## src/rtl/gfgs_pkg.sv

```systemverilog
// Shared types, widths and helpers for the ground-follow gravity step block.
`default_nettype none

package gfgs_pkg;

    localparam int unsigned WORD_W   = 32;
    localparam int unsigned DT_W     = 16;
    localparam int unsigned GRAV_W   = 31;
    localparam int unsigned CFG_IDX_W = 2;

    // register indexes on the configuration port
    localparam logic [CFG_IDX_W-1:0] REG_PROBE_OFFSET  = 2'd0;
    localparam logic [CFG_IDX_W-1:0] REG_PROBE_REACH   = 2'd1;
    localparam logic [CFG_IDX_W-1:0] REG_GRAVITY_ACCEL = 2'd2;

    typedef struct packed {
        logic signed [WORD_W-1:0] hit_height;
        logic                     hit_present;
        logic                     frame_last;
        logic [DT_W-1:0]          frame_dt;
    } in_word_t;

    typedef struct packed {
        logic signed [WORD_W-1:0] height_adjust;
        logic signed [WORD_W-1:0] airborne_now;
        logic signed [WORD_W-1:0] landing_speed;
        logic signed [WORD_W-1:0] speed_now;
        logic                     on_ground;
        logic                     ground_found;
    } out_word_t;

    // controller to datapath commands
    typedef struct packed {
        logic acc;      // fold accepted word into frame accumulators
        logic mul1;     // ground pick, dt products
        logic mul2;     // g*dt*dt product, speed update
        logic ga;       // gravity displacement
        logic fin;      // commit state and load result
    } cmd_t;

    function automatic logic signed [WORD_W-1:0] sat36(input logic signed [35:0] x);
        logic signed [35:0] hi;
        logic signed [35:0] lo;
        hi = 36'sd2147483647;
        lo = -36'sd2147483648;
        if (x > hi)
            return 32'sh7FFFFFFF;
        else if (x < lo)
            return 32'sh80000000;
        else
            return x[WORD_W-1:0];
    endfunction

endpackage

`default_nettype wire

```

## src/rtl/gfgs_ctrl.sv

```systemverilog
// Sequencer for frame accumulation and the frame-final gravity step.
`default_nettype none

module gfgs_ctrl (
    input  wire logic           clk,
    input  wire logic           rst_n,
    input  wire logic           in_valid,
    input  wire logic           in_last,
    output logic                in_ready,
    output logic                out_valid,
    input  wire logic           out_ready,
    output gfgs_pkg::cmd_t      cmd
);

    localparam logic [2:0] ST_IDLE = 3'd0;
    localparam logic [2:0] ST_MUL1 = 3'd1;
    localparam logic [2:0] ST_MUL2 = 3'd2;
    localparam logic [2:0] ST_GA   = 3'd3;
    localparam logic [2:0] ST_FIN  = 3'd4;

    logic [2:0] state_reg, state_next;
    logic       out_valid_reg, out_valid_next;
    logic       accept;
    logic       slot_free;

    assign in_ready  = (state_reg == ST_IDLE);
    assign accept    = in_valid && in_ready;
    assign slot_free = !out_valid_reg || out_ready;
    assign out_valid = out_valid_reg;

    always_comb
    begin
        cmd.acc  = accept;
        cmd.mul1 = (state_reg == ST_MUL1);
        cmd.mul2 = (state_reg == ST_MUL2);
        cmd.ga   = (state_reg == ST_GA);
        cmd.fin  = (state_reg == ST_FIN) && slot_free;
    end

    always_comb
    begin
        state_next = state_reg;
        unique case (state_reg)
            ST_IDLE:
            begin
                if (accept && in_last)
                    state_next = ST_MUL1;
            end
            ST_MUL1: state_next = ST_MUL2;
            ST_MUL2: state_next = ST_GA;
            ST_GA:   state_next = ST_FIN;
            ST_FIN:
            begin
                // hold until the result register can take the new word
                if (slot_free)
                    state_next = ST_IDLE;
            end
            default: state_next = ST_IDLE;
        endcase
    end

    always_comb
    begin
        priority if (cmd.fin)
            out_valid_next = 1'b1;
        else if (out_ready)
            out_valid_next = 1'b0;
        else
            out_valid_next = out_valid_reg;
    end

    always_ff @(posedge clk or negedge rst_n)
    begin
        if (!rst_n)
        begin
            state_reg     <= ST_IDLE;
            out_valid_reg <= 1'b0;
        end
        else
        begin
            state_reg     <= state_next;
            out_valid_reg <= out_valid_next;
        end
    end

endmodule

`default_nettype wire

```

## config.mk

```make
export PLATFORM = sky130hd
export DESIGN_NAME = gfgs_ctrl
export DESIGN_NICKNAME = d
export VERILOG_FILES = /design/src/rtl/gfgs_pkg.sv /design/src/rtl/gfgs_ctrl.sv
export SDC_FILE = /design/constraint.sdc
export NUM_CORES = 1
export LEC_CHECK = 0
export BUFFER_PORTS_ARGS = -buffer_cell sky130_fd_sc_hd__buf_2
export CORE_AREA = 2 2 39 41
export CTS_CLUSTER_DIAMETER = 200
export DETAILED_ROUTE_END_ITERATION = 12
export DIE_AREA = 0 0 41 43
export SYNTH_ARGS = -nofsm -noshare
export SYNTH_HDL_FRONTEND = slang
export SYNTH_SLANG_ARGS = --single-unit
```

## constraint.sdc

```tcl
create_clock -name clk -period 1.2 [get_ports clk]
set_input_delay 0.06 -clock clk [delete_from_list [all_inputs] [get_ports clk]]
set_output_delay 0.06 -clock clk [all_outputs]
set_load 0.03 [all_outputs]
```

==> impl_metrics.env <==
export IMPL_whs_ns=0.142
export IMPL_nNetsFinal=45
export IMPL_seq_area_um2=100
export IMPL_violations="setup timing"
export IMPL_wl_um=428
export IMPL_drc=0
export IMPL_grt_antenna_before_repair=0
export IMPL_switching_share=0.422
export IMPL_ctsHtreeMaxLevel=1
export IMPL_clockRootBuffer="clkbuf_4"
export IMPL_synth_cell_types=14
export IMPL_nFillCells=151
export IMPL_drv_slew=0
export IMPL_fmax_mhz=759
export IMPL_drt_vias_per_instance=3.83
export IMPL_multi_input_area_um2=123
export IMPL_r2r_end="state_reg[2]"
export IMPL_drt_met1_wl_um=164
export IMPL_min_period_ns=1.32
export IMPL_peakVddDrop_uv=657
export IMPL_maxCapViolCount=0
export IMPL_wl_met2_um=227
export IMPL_worst_pin_slew_ns=0.158
export IMPL_path_clk_slew_ns=0.04
export IMPL_r2r_cells=4
export IMPL_clock_latency_ns=0.23
export IMPL_largest_reg_flops=3
export IMPL_power_density_nw_per_um2=3040
export IMPL_finalClockSkew_ns=0.0000759
export IMPL_switching_power_uw=520
export IMPL_syn_num_nets=26
export IMPL_die_area_um2=1760
export IMPL_rsz0062_at_grt="yes"
export IMPL_cp_required_ns=1.14
export IMPL_ant_nets=0
export IMPL_startpoint_type="register"
export IMPL_syn_area_um2=221
export IMPL_vias=207
export IMPL_gr_total_overflow=0
export IMPL_dieHeight_um=43
export IMPL_fin_ws_ns=-0.117
export IMPL_maxSlewHeadroom=0.894
export IMPL_gp_congestion=0.586
export IMPL_endpoint="cmd[0]"
export IMPL_port_buffers=11
export IMPL_numCtsBuffers=3
export IMPL_grt_start_max_net_pins=7
export IMPL_cp_data_arrival_time_ns=1.26
export IMPL_top_layer="met4"
export IMPL_drive_gt1_frac=0.684
export IMPL_r2r_slack_ns=0.06
export IMPL_core_area_um2=1380
export IMPL_crit_type="reg -> out"
export IMPL_route_met3_wl_um=31
export IMPL_syn_inst=21
export IMPL_r2r_start="state_reg[0]"
export IMPL_drt_first_pass_iters=2
export IMPL_clk_path_buf_depth=2
export IMPL_cts_sinks=4
export IMPL_ys_ff_latch=4
export IMPL_post_dp_cell_area_um2=308
export IMPL_post_route_period_util=1.10
export IMPL_pin_count=12
export IMPL_final_common_cell="buf_6"
export IMPL_track_usage=0.0605
export IMPL_crit_path_end_kind="primary output"
export IMPL_p_clk_frac=0.131
export IMPL_die_w_um=41
export IMPL_min_path_type="in -> reg"
export IMPL_rows=14
export IMPL_areaGrowthSynthToFinish_pct=83.1
export IMPL_setup_violations=2
export IMPL_avgSynthCellArea_um2=10.5
export IMPL_grt_pass1_wl_um=607
export IMPL_yosys_warnings=0
export IMPL_critical_path_max_fanout=2
export IMPL_drtIter0Drc=2
export IMPL_combPwrFrac=0.684
export IMPL_p_leak_nw=0.205
export IMPL_start_util=0.160
export IMPL_cts_tree="yes"
export IMPL_internal_power_uw=712
export IMPL_final_area_um2=405
export IMPL_first_global_vias=167
export IMPL_cp_startpoint="state_reg[0]"
export IMPL_antenna_cells=0
export IMPL_ys_seq_area_frac=0.452
export IMPL_hold_depth=3
export IMPL_status="finished with violations"
export IMPL_final_cell_mix="buf_6 (6), buf_2 (5), buf_4 (5)"
export IMPL_hold_violations=0
export IMPL_p_seq_frac=0.185
export IMPL_wl_per_cell_um=7.93
layout make-up:
cell class / count / area share
timing repair buffer: 17 / 0.346
multi-input combinational: 14 / 0.302
sequential: 4 / 0.247
clock buffer: 3 / 0.0556
tap: 16 / 0.0494
power by group through the flow:
stage               logic, mW  registers, mW  clock network, mW
floorplan               0.417          0.315                  0
global placement        0.670          0.224                  0
detailed placement      0.668          0.224                  0
CTS                     0.802          0.226              0.173
global route            0.898          0.233              0.176
finish                  0.843          0.228              0.161
per-layer routing:
layer	vias up	global-route usage
met2	5	0.0656
met3	2	0.0471
met1	97	0.0588
li1	103	-
met4	0	0.0800
met5	-	0
worst min-delay path by stage:
stage	to	slack [ns]	startpoint
finish	out_valid	0.14	out_ready
global route	state_reg[0]	0.16	in_valid
CTS	state_reg[0]	0.14	in_valid
detailed placement	state_reg[1]	-0.13	rst_n
global placement	state_reg[1]	-0.13	rst_n
floorplan	out_valid	-0.24	rst_n
Yosys cell counts (all sizes together):
| library cell | number | area share |
|---|---|---|
| nand2b | 1 | 0.028 |
| nor3 | 2 | 0.045 |
| nand2 | 1 | 0.017 |
| buf | 3 | 0.10 |
| o21bai | 1 | 0.051 |
| dfrtp | 4 | 0.45 |
| or3b | 1 | 0.051 |
| a21oi | 1 | 0.023 |
| and2 | 1 | 0.028 |
| and3b | 1 | 0.040 |
| nor2 | 1 | 0.017 |
| nor2b | 1 | 0.040 |
| nor3b | 2 | 0.068 |
| xnor2 | 1 | 0.040 |
critical path, cell delays in order (launching register included):
cell and delay [ns]:
dfrtp_1 0.37, or3b_4 0.40, nor2b_2 0.12, buf_6 0.13
through the flow:
step / total power, mW / instances / setup TNS (ns) / utilization / worst slack [ns]
2_1_floorplan: 0.733 / 21 / -0.163 / - / -0.0832
3_3_place_gp: 0.894 / 48 / 0 / 0.222 / 0.0725
3_5_place_dp: 0.893 / 48 / 0 / 0.222 / 0.0741
4_1_cts: 1.20 / 54 / -0.216 / 0.282 / -0.134
5_1_grt: 1.31 / 54 / -0.316 / 0.293 / -0.155
6_report: 1.23 / 54 / -0.203 / 0.293 / -0.117
logic make-up after synthesis:
logic type / synth area share
AO/OA/AOI/OAI: 0.0734
XOR/XNOR: 0.0396
buffers and inverters: 0.102
flip-flops: 0.452
AND/OR/NAND/NOR: 0.333
timing repair:
action                     CTS  global route
buffers inserted             2             0
pin swaps                    2             0
hold endpoints to repair     4             0
hold buffers                 1             0
setup endpoints to repair    6             6
gates resized for setup     11             4
(Power assumes the default switching activity.)
